<file path="src/rtl/energy_meter_frame_decoder_top_assert.svh">
// assertion macros for the energy meter frame decoder
`ifndef ENERGY_METER_FRAME_DECODER_TOP_ASSERT_SVH
`define ENERGY_METER_FRAME_DECODER_TOP_ASSERT_SVH

// checked outside reset
`define EMFD_ASSERT(lbl, prop, msg) \
    lbl: assert property (@(posedge i_clk) disable iff (!i_rst_n) prop) else $error(msg);

// checked at every edge, reset included
`define EMFD_ASSERT_ALWAYS(lbl, prop, msg) \
    lbl: assert property (@(posedge i_clk) prop) else $error(msg);

`endif

</file>
<file path="src/rtl/emfd_pkg.sv">
// package of the energy meter frame decoder: types, codes and constants
`timescale 1ns / 1ps
package emfd_pkg;
    localparam int FRAME_LENGTH = 24;
    localparam logic [7:0] SYNC_BYTE = 8'h55;
    localparam logic [7:0] CONFIRM_BYTE = 8'h5A;
    localparam int COEF_W = 20;
    localparam int POS_W = 5;
    localparam int CNT_W = 6;
    localparam int MUL_STEPS = 32;
    localparam int DIV_STEPS = 48;
    localparam int PF_W = 18;
    localparam int TDATA_W = 168;
    localparam logic [COEF_W-1:0] VCOEF_RESET = 20'd197001;
    localparam logic [COEF_W-1:0] ICOEF_RESET = 20'd20316;
    localparam logic [COEF_W-1:0] PCOEF_RESET = 20'd59572;

    typedef enum logic [1:0] {
        REG_VCOEF = 2'd0,
        REG_ICOEF = 2'd1,
        REG_PCOEF = 2'd2,
        REG_NONE  = 2'd3
    } t_reg;

    typedef enum logic [3:0] {
        ST_IDLE = 4'b0001,
        ST_MUL  = 4'b0010,
        ST_DIV  = 4'b0100,
        ST_FIN  = 4'b1000
    } t_state;

    typedef enum logic [2:0] {
        OP_V  = 3'd0,
        OP_I  = 3'd1,
        OP_P  = 3'd2,
        OP_S  = 3'd3,
        OP_PF = 3'd4
    } t_op;
endpackage

</file>
<file path="src/rtl/energy_meter_frame_decoder_top.sv">
// top level of the energy meter frame decoder
`timescale 1ns / 1ps
`include "energy_meter_frame_decoder_top_assert.svh"
// Takes one byte per beat from the metering chip. A 0x55 byte (re)starts a frame, a
// following 0x5A confirms it, and the next 22 bytes complete it. Bytes are taken in
// one cycle each while the decoder is idle. On the last byte of a frame a bit-serial
// shift-add multiplier and a restoring divider (one quotient bit a cycle) are shared
// over the three scaled quotients, apparent power and power factor; a final state
// then loads the result beat, and no byte is taken until the decoder is idle again.
// The load waits for as long as an earlier result beat is still unaccepted. A finished
// result waits in the output register while the next frame is received.
module energy_meter_frame_decoder_top (
    input  logic                         i_clk,
    input  logic                         i_rst_n,
    input  logic                         i_cfg_we,
    input  logic [1:0]                   i_cfg_addr,
    input  logic [emfd_pkg::COEF_W-1:0]  i_cfg_wdata,
    input  logic                         s_axis_tvalid,
    output logic                         s_axis_tready,
    input  logic [7:0]                   s_axis_tdata,  // rx_byte
    output logic                         m_axis_tvalid,
    input  logic                         m_axis_tready,
    // voltage, current, active_power, apparent_power, power_factor, pulse_count, pad
    output logic [emfd_pkg::TDATA_W-1:0] m_axis_tdata
);
    import emfd_pkg::*;

    t_state r_state, n_state;
    t_op r_op, n_op;
    logic [POS_W-1:0] r_pos, n_pos;
    logic [COEF_W-1:0] r_vcoef, r_icoef, r_pcoef;
    logic [143:0] r_frame;
    logic [15:0] r_pulse;
    logic [CNT_W-1:0] r_cnt, n_cnt;
    logic [31:0] r_ma, n_ma, r_mb, n_mb, r_div, n_div, r_rem, n_rem;
    logic [63:0] r_acc, n_acc;
    logic [47:0] r_dq, n_dq;
    logic [31:0] r_v, n_v, r_i, n_i, r_p, n_p, r_s, n_s;
    logic [PF_W-1:0] r_pf, n_pf;
    logic r_m_valid, n_m_valid;
    logic [TDATA_W-1:0] r_m_data, n_m_data;
    logic rx_beat, frame_done;
    logic [32:0] mul_sum, div_trial;
    logic [23:0] sel_param, sel_count;
    logic [COEF_W-1:0] sel_coef;

    assign s_axis_tready = (r_state == ST_IDLE);
    assign rx_beat = s_axis_tvalid && s_axis_tready;
    assign frame_done = rx_beat && (s_axis_tdata != SYNC_BYTE)
                        && !(s_axis_tdata == CONFIRM_BYTE && r_pos == POS_W'(1))
                        && (r_pos == POS_W'(FRAME_LENGTH - 1));
    assign m_axis_tvalid = r_m_valid;
    assign m_axis_tdata = r_m_data;

    assign mul_sum = {1'b0, r_acc[63:32]} + (r_mb[0] ? {1'b0, r_ma} : 33'd0);
    assign div_trial = {r_rem, r_dq[47]} - {1'b0, r_div};

    // operands of the next scaled quotient
    always_comb begin
        unique case (n_op)
            OP_I: begin
                sel_param = r_frame[95:72];
                sel_count = r_frame[71:48];
                sel_coef = r_icoef;
            end
            OP_P: begin
                sel_param = r_frame[47:24];
                sel_count = r_frame[23:0];
                sel_coef = r_pcoef;
            end
            default: begin
                sel_param = r_frame[143:120];
                sel_count = r_frame[119:96];
                sel_coef = r_vcoef;
            end
        endcase
    end

    always_comb begin
        n_state = r_state;
        n_op = r_op;
        n_pos = r_pos;
        n_cnt = r_cnt;
        n_ma = r_ma;
        n_mb = r_mb;
        n_acc = r_acc;
        n_div = r_div;
        n_rem = r_rem;
        n_dq = r_dq;
        n_v = r_v;
        n_i = r_i;
        n_p = r_p;
        n_s = r_s;
        n_pf = r_pf;
        n_m_valid = r_m_valid && !m_axis_tready;
        n_m_data = r_m_data;
        unique case (r_state)
            ST_IDLE: begin
                if (rx_beat) begin
                    priority if (s_axis_tdata == SYNC_BYTE) begin
                        n_pos = POS_W'(1);
                    end else if (s_axis_tdata == CONFIRM_BYTE && r_pos == POS_W'(1)) begin
                        n_pos = POS_W'(2);
                    end else if (r_pos >= POS_W'(2)) begin
                        n_pos = r_pos + POS_W'(1);
                        if (frame_done) begin
                            n_pos = '0;
                            n_state = ST_MUL;
                            n_op = OP_V;
                        end
                    end else begin
                        n_pos = '0;
                    end
                end
            end
            ST_MUL: begin
                n_acc = {mul_sum, r_acc[31:1]};
                n_mb = {1'b0, r_mb[31:1]};
                n_cnt = r_cnt + CNT_W'(1);
                if (r_cnt == CNT_W'(MUL_STEPS - 1)) begin
                    n_cnt = '0;
                    n_state = ST_DIV;
                    n_rem = '0;
                    if (r_op == OP_S) begin
                        n_s = (|n_acc[63:48]) ? 32'hFFFF_FFFF : n_acc[47:16];
                        n_op = OP_PF;
                        n_div = n_s;
                        n_dq = {r_p, 16'd0};
                    end else begin
                        n_dq = n_acc[47:0];
                    end
                end
            end
            ST_DIV: begin
                if (!div_trial[32]) begin
                    n_rem = div_trial[31:0];
                    n_dq = {r_dq[46:0], 1'b1};
                end else begin
                    n_rem = {r_rem[30:0], r_dq[47]};
                    n_dq = {r_dq[46:0], 1'b0};
                end
                n_cnt = r_cnt + CNT_W'(1);
                if (r_cnt == CNT_W'(DIV_STEPS - 1)) begin
                    n_cnt = '0;
                    unique case (r_op)
                        OP_V: begin
                            n_v = (r_div == '0) ? '0 : ((|n_dq[47:32]) ? '1 : n_dq[31:0]);
                            n_op = OP_I;
                        end
                        OP_I: begin
                            n_i = (r_div == '0) ? '0 : ((|n_dq[47:32]) ? '1 : n_dq[31:0]);
                            n_op = OP_P;
                        end
                        OP_P: begin
                            n_p = (r_div == '0) ? '0 : ((|n_dq[47:32]) ? '1 : n_dq[31:0]);
                            n_op = OP_S;
                        end
                        default: begin
                            n_pf = (r_div == '0) ? '0
                                 : ((|n_dq[47:PF_W]) ? '1 : n_dq[PF_W-1:0]);
                        end
                    endcase
                    if (r_op == OP_PF) begin
                        n_state = ST_FIN;
                    end else begin
                        n_state = ST_MUL;
                        n_acc = '0;
                    end
                end
            end
            ST_FIN: begin
                if (!r_m_valid || m_axis_tready) begin
                    n_m_valid = 1'b1;
                    n_m_data = {6'd0, r_pulse, r_pf, r_s, r_p, r_i, r_v};
                    n_state = ST_IDLE;
                end
            end
            default: n_state = ST_IDLE;
        endcase
        // operand load for a multiply pass
        if (n_state == ST_MUL && (r_state != ST_MUL)) begin
            n_acc = '0;
            n_cnt = '0;
            if (n_op == OP_S) begin
                n_ma = n_v;
                n_mb = n_i;
            end else begin
                n_ma = {8'd0, sel_param};
                n_mb = {12'd0, sel_coef};
                n_div = {8'd0, sel_count};
            end
        end
    end

    always_ff @(posedge i_clk) begin
        if (!i_rst_n) begin
            r_state <= ST_IDLE;
            r_op <= OP_V;
            r_pos <= '0;
            r_cnt <= '0;
            r_m_valid <= 1'b0;
            r_vcoef <= VCOEF_RESET;
            r_icoef <= ICOEF_RESET;
            r_pcoef <= PCOEF_RESET;
        end else begin
            r_state <= n_state;
            r_op <= n_op;
            r_pos <= n_pos;
            r_cnt <= n_cnt;
            r_m_valid <= n_m_valid;
            if (i_cfg_we) begin
                unique case (t_reg'(i_cfg_addr))
                    REG_VCOEF: r_vcoef <= i_cfg_wdata;
                    REG_ICOEF: r_icoef <= i_cfg_wdata;
                    REG_PCOEF: r_pcoef <= i_cfg_wdata;
                    default: ;
                endcase
            end
        end
    end

    // frame capture and datapath
    always_ff @(posedge i_clk) begin
        if (rx_beat && r_pos >= POS_W'(2) && s_axis_tdata != SYNC_BYTE) begin
            if (r_pos <= POS_W'(19)) begin
                r_frame <= {r_frame[135:0], s_axis_tdata};
            end
            if (r_pos == POS_W'(21) || r_pos == POS_W'(22)) begin
                r_pulse <= {r_pulse[7:0], s_axis_tdata};
            end
        end
        r_ma <= n_ma;
        r_mb <= n_mb;
        r_acc <= n_acc;
        r_div <= n_div;
        r_rem <= n_rem;
        r_dq <= n_dq;
        r_v <= n_v;
        r_i <= n_i;
        r_p <= n_p;
        r_s <= n_s;
        r_pf <= n_pf;
        r_m_data <= n_m_data;
    end

    `EMFD_ASSERT(a_pos_range, r_pos < POS_W'(FRAME_LENGTH), "frame position out of range")
    `EMFD_ASSERT(a_frame_starts, frame_done |=> r_state == ST_MUL, "finished frame not computed")
    `EMFD_ASSERT(a_out_from_fin, $rose(r_m_valid) |-> $past(r_state == ST_FIN), "stray result")
    `EMFD_ASSERT_ALWAYS(a_reset_idle, !i_rst_n |=> r_state == ST_IDLE && !r_m_valid, "reset")
endmodule
</file>
<file path="config.mk">
export PLATFORM = sky130hd
export DESIGN_NAME = energy_meter_frame_decoder_top
export DESIGN_NICKNAME = d
export VERILOG_FILES = /design/src/rtl/emfd_pkg.sv /design/src/rtl/energy_meter_frame_decoder_top.sv
export VERILOG_INCLUDE_DIRS = /design/src /design/src/rtl
export SDC_FILE = /design/constraint.sdc
export NUM_CORES = 1
export LEC_CHECK = 0
export ABC_AREA = 1
export BUFFER_PORTS_ARGS = -buffer_cell sky130_fd_sc_hd__buf_2
export CORE_MARGIN = 2
export CORE_UTILIZATION = 40
export DETAILED_ROUTE_END_ITERATION = 7
export SLEW_MARGIN = 25
export SYNTH_ARGS = -nofsm -noshare
export SYNTH_HDL_FRONTEND = slang
export SYNTH_SLANG_ARGS = --single-unit
</file>
<file path="constraint.sdc">
create_clock -name i_clk -period 10.2 [get_ports i_clk]
set_clock_uncertainty 0.1 [all_clocks]
set_input_delay 0.51 -clock i_clk [delete_from_list [all_inputs] [get_ports i_clk]]
set_output_delay 0.51 -clock i_clk [all_outputs]
set_load 0.03 [all_outputs]
</file>
==> reports/qor.yml <==
yosys:
  yosys_warnings: 0
  synth_enable_flop_cells: 548
  ys_types: 54
  avgSynthCellArea_um2: 9.824
  ys_top_cells_by_area: "edfxtp_1 48%, dfxtp_1 14%, nand2_1 9.4%, inv_1 4.7%, o21ai_0 3.7%"
  ys_seq_elements: 786
  synth_top_area_share_pct: 48.45
  synth_area_leader_cell: "edfxtp_1"
  synthCells: 3457
  synth.top_cells.by_count: "847 x nand2_1, 548 x edfxtp_1, 426 x inv_1, 254 x o21ai_0, 241 x nor2_1"
  syn_area_um2: 33960
  synth_ff_type: "edfxtp_1"
  yosysMostFrequentCell: "nand2_1"
  async_flop_share_pct: 0
  yosysSeqAreaShare_pct: 62.48
critical_path:
  crit_type: "flip-flop to flip-flop"
  regToRegStartpoint: "r_state[3]$_SDFF_PN0_"
  worstPathCellList: "inv_2 > nand2_2 > nor3_4 > buf_4 > inv_2 > nor3_2 > a21oi_1 > nand2_4 > inv_2 > nor2_4 > inv_2 > nand2_1 > inv_4 > nand3_1 > nor2_1 > a21oi_1"
  r2r-end: "r_div[11]$_DFF_P_"
  slowest_stage: "inv_2"
  start_kind: "flip-flop"
  r2r_slack_ns: 5.85
  critPathLaunch: "r_state[3]$_SDFF_PN0_"
  critPathMaxStageDelay_ns: 0.67
  reg2reg_depth: 16
  endpoint: "r_div[11]$_DFF_P_"
  worstPathArrival_ns: 4.75
  crit_path_max_fanout: 60
  crit_cells: 16
  endpoint_kind: "flip-flop"
  path_delay_family: "buffers and inverters"
  crit_top_cell: "inv_2"
  worstPathBufferInverterCount: 6
  worst_ep_required_time_ns: 10.59
placed_design:
  dpl.cell_count: 4684
  place_congestion: 0.9321
  io_buffers: 198
  dpl.hpwl_um: 70320
routing:
  vias: 24826
  viasPerCell: 5.107
  routedWlPerCell_um: 20.07
  antenna_left: 0
  routed_wl_um: 97570
  drc: 0
  drt_iter0_drc: 2614
  first_pass_iters: 6
layout:
  fin_cells: 4861
  areaGrowthSynthToFinish_pct: 15.56
  drive_gt1_share_pct: 11.67
  nNetsFinal: 3759
power_and_ir_drop:
  vdd_drop_max_v: 0.0001180
  power_density_nw_per_um2: 173.1
  p_leak_nw: 16.11
global_routing:
  antenna_found_initial: 4
  grt_pass1_wl_um: 143700
  grt_overflow: 0
  grt_usage_pct: 22.08
  grt_max_degree: 86
  grt_pass1_vias: 23408
timing:
  finalMaxSlewViolations: 0
  relSlewSlack_pct: 33.15
  fin_crit_sh_pct: 42.70
  holdWs_ns: 0.02064
  grt_setup_unrepaired: "false"
  setup_viol: 0
  max_freq_mhz: 229.6
  hold_viol: 0
  fin_tns_setup_ns: 0
  min_period_ns: 4.355
  worst_pin_slew_ns: 0.9923
floorplanning:
  die_x_um: 295.4
  core-area_um2: 83820
  die_y_um: 295.4
  start_util_pct: 40.52
  rows: 106
  io_pins: 205
  die-area_um2: 87250
clock_tree:
  path_clk_slew_ns: 0.06
  cts.sinks: 786
  post_cts_buffers: 0
  post_cts_resized: 0
  cts_tree: "built"
  clock_latency_ns: 0.66
  cts_max_level: 3
  cts_hold_buf: 17
  cts_buffers: 85
  cts_root_buf: "clkbuf_16"
  clockBufferDepth: 3
min_path:
  holdCritPathClass: "primary input to flip-flop"
run_status:
  status: "finished clean"
job:
  maxCapViolCount: 0
[final cells by class]
cell class / count / area [um2]
Antenna cell: 1 / 2.502
Clock buffer: 108 / 2338
Clock inverter: 51 / 671.9
Fill cell: 7937 / 44580
Inverter: 442 / 1662
Multi-Input combinational cell: 2093 / 10540
Sequential cell: 786 / 21220
Tap cell: 1134 / 1419
Timing Repair Buffer: 246 / 1394
[cells by family after synthesis]
kind of cell	count (synthesis)	synth area share [%]
compound gates	633	10.48
other cells	1	0.01104
fa+ha+maj	70	2.623
flops	786	62.48
simple gates	1340	16.44
xor+xnor	44	1.135
buf+inv	583	6.830
[power by group]
group / internal (mW) / total (mW) / switching [mW]
logic: 0.0390 / 0.113 / 0.0735
clock network: 1.95 / 3.28 / 1.33
registers: 3.39 / 3.40 / 0.0109
total: 5.38 / 6.79 / 1.41
[worst min path at each step]
stage	from	endpoint	slack, ns	cells past startpoint
5_1_grt	i_cfg_wdata[11]	r_pcoef[11]$_SDFFE_PN1P_	0.02	3
3_5_place_dp	r_pulse[11]$_DFFE_PP_	m_axis_tdata[157]$_DFFE_PP_	0.30	0
3_3_place_gp	r_pulse[8]$_DFFE_PP_	m_axis_tdata[154]$_DFFE_PP_	0.30	0
4_1_cts	i_cfg_wdata[11]	r_pcoef[11]$_SDFFE_PN1P_	0.0004	3
2_1_floorplan	r_s[4]$_DFFE_PP_	m_axis_tdata[100]$_DFFE_PP_	0.30	0
6_report	i_cfg_wdata[4]	r_pcoef[4]$_SDFFE_PN1P_	0.02	3
[layout by cell type (no fill, tap or decap), drive strengths merged, types with 6 or more instances in the layout]
master,Yosys,routed
and2,8,8
dfxtp,238,238
a32o,9,9
o211ai,21,21
nand2,860,860
edfxtp,548,548
clkinv,1,32
a21boi,16,16
nand4,21,21
nand3,146,146
nor3,28,28
clkbuf,90,108
nor4,17,17
conb,1,6
xor2,24,24
ha,68,68
xnor2,20,20
o21a,11,11
a22oi,15,15
nor2,249,249
bufinv,0,12
o21ai,277,277
a21oi,209,209
inv,441,444
buf,51,229
o22ai,17,17
a31oi,38,38
dlygate4sd3,0,17
[through the flow]
step                worst slack, ns  total power, mW  util [%]  area (um2)
floorplan                     1.859            3.538         -       33980
global placement              5.685            3.576     43.00       36040
detailed placement            5.874            3.577     43.02       36060
CTS                           5.869            6.842     46.81       39240
global route                  5.456            6.982     46.82       39240
finish                        5.845            6.792     46.82       39250
[worst min-delay path, delay by kind of cell]
kind,cells,cell delay [ns]
buffers and inverters,1,0.10
and+or+nand+nor,2,0.10
[layer usage]
layer	GRT usage, %	share of wire [%]	vias to the layer above
met5	0	0.011	-
met4	8.072	3.3	2
met3	3.826	7.2	153
met2	35.11	46	892
met1	30.32	43	11785
li1	-	-	11994
[registers in the layout, indices dropped and copies added, names as in the netlist, 16 cells and up]
signal / cells
m_axis_tdata: 162
r_frame: 144
r_acc: 63
r_dq: 48
r_div: 32
r_i: 32
r_ma: 32
r_mb: 32
r_p: 32
r_rem: 32
r_s: 32
r_v: 32
r_icoef: 20
r_pcoef: 20
r_vcoef: 20
r_pf: 18
r_pulse: 16
Power figures use the tool's default switching activity.
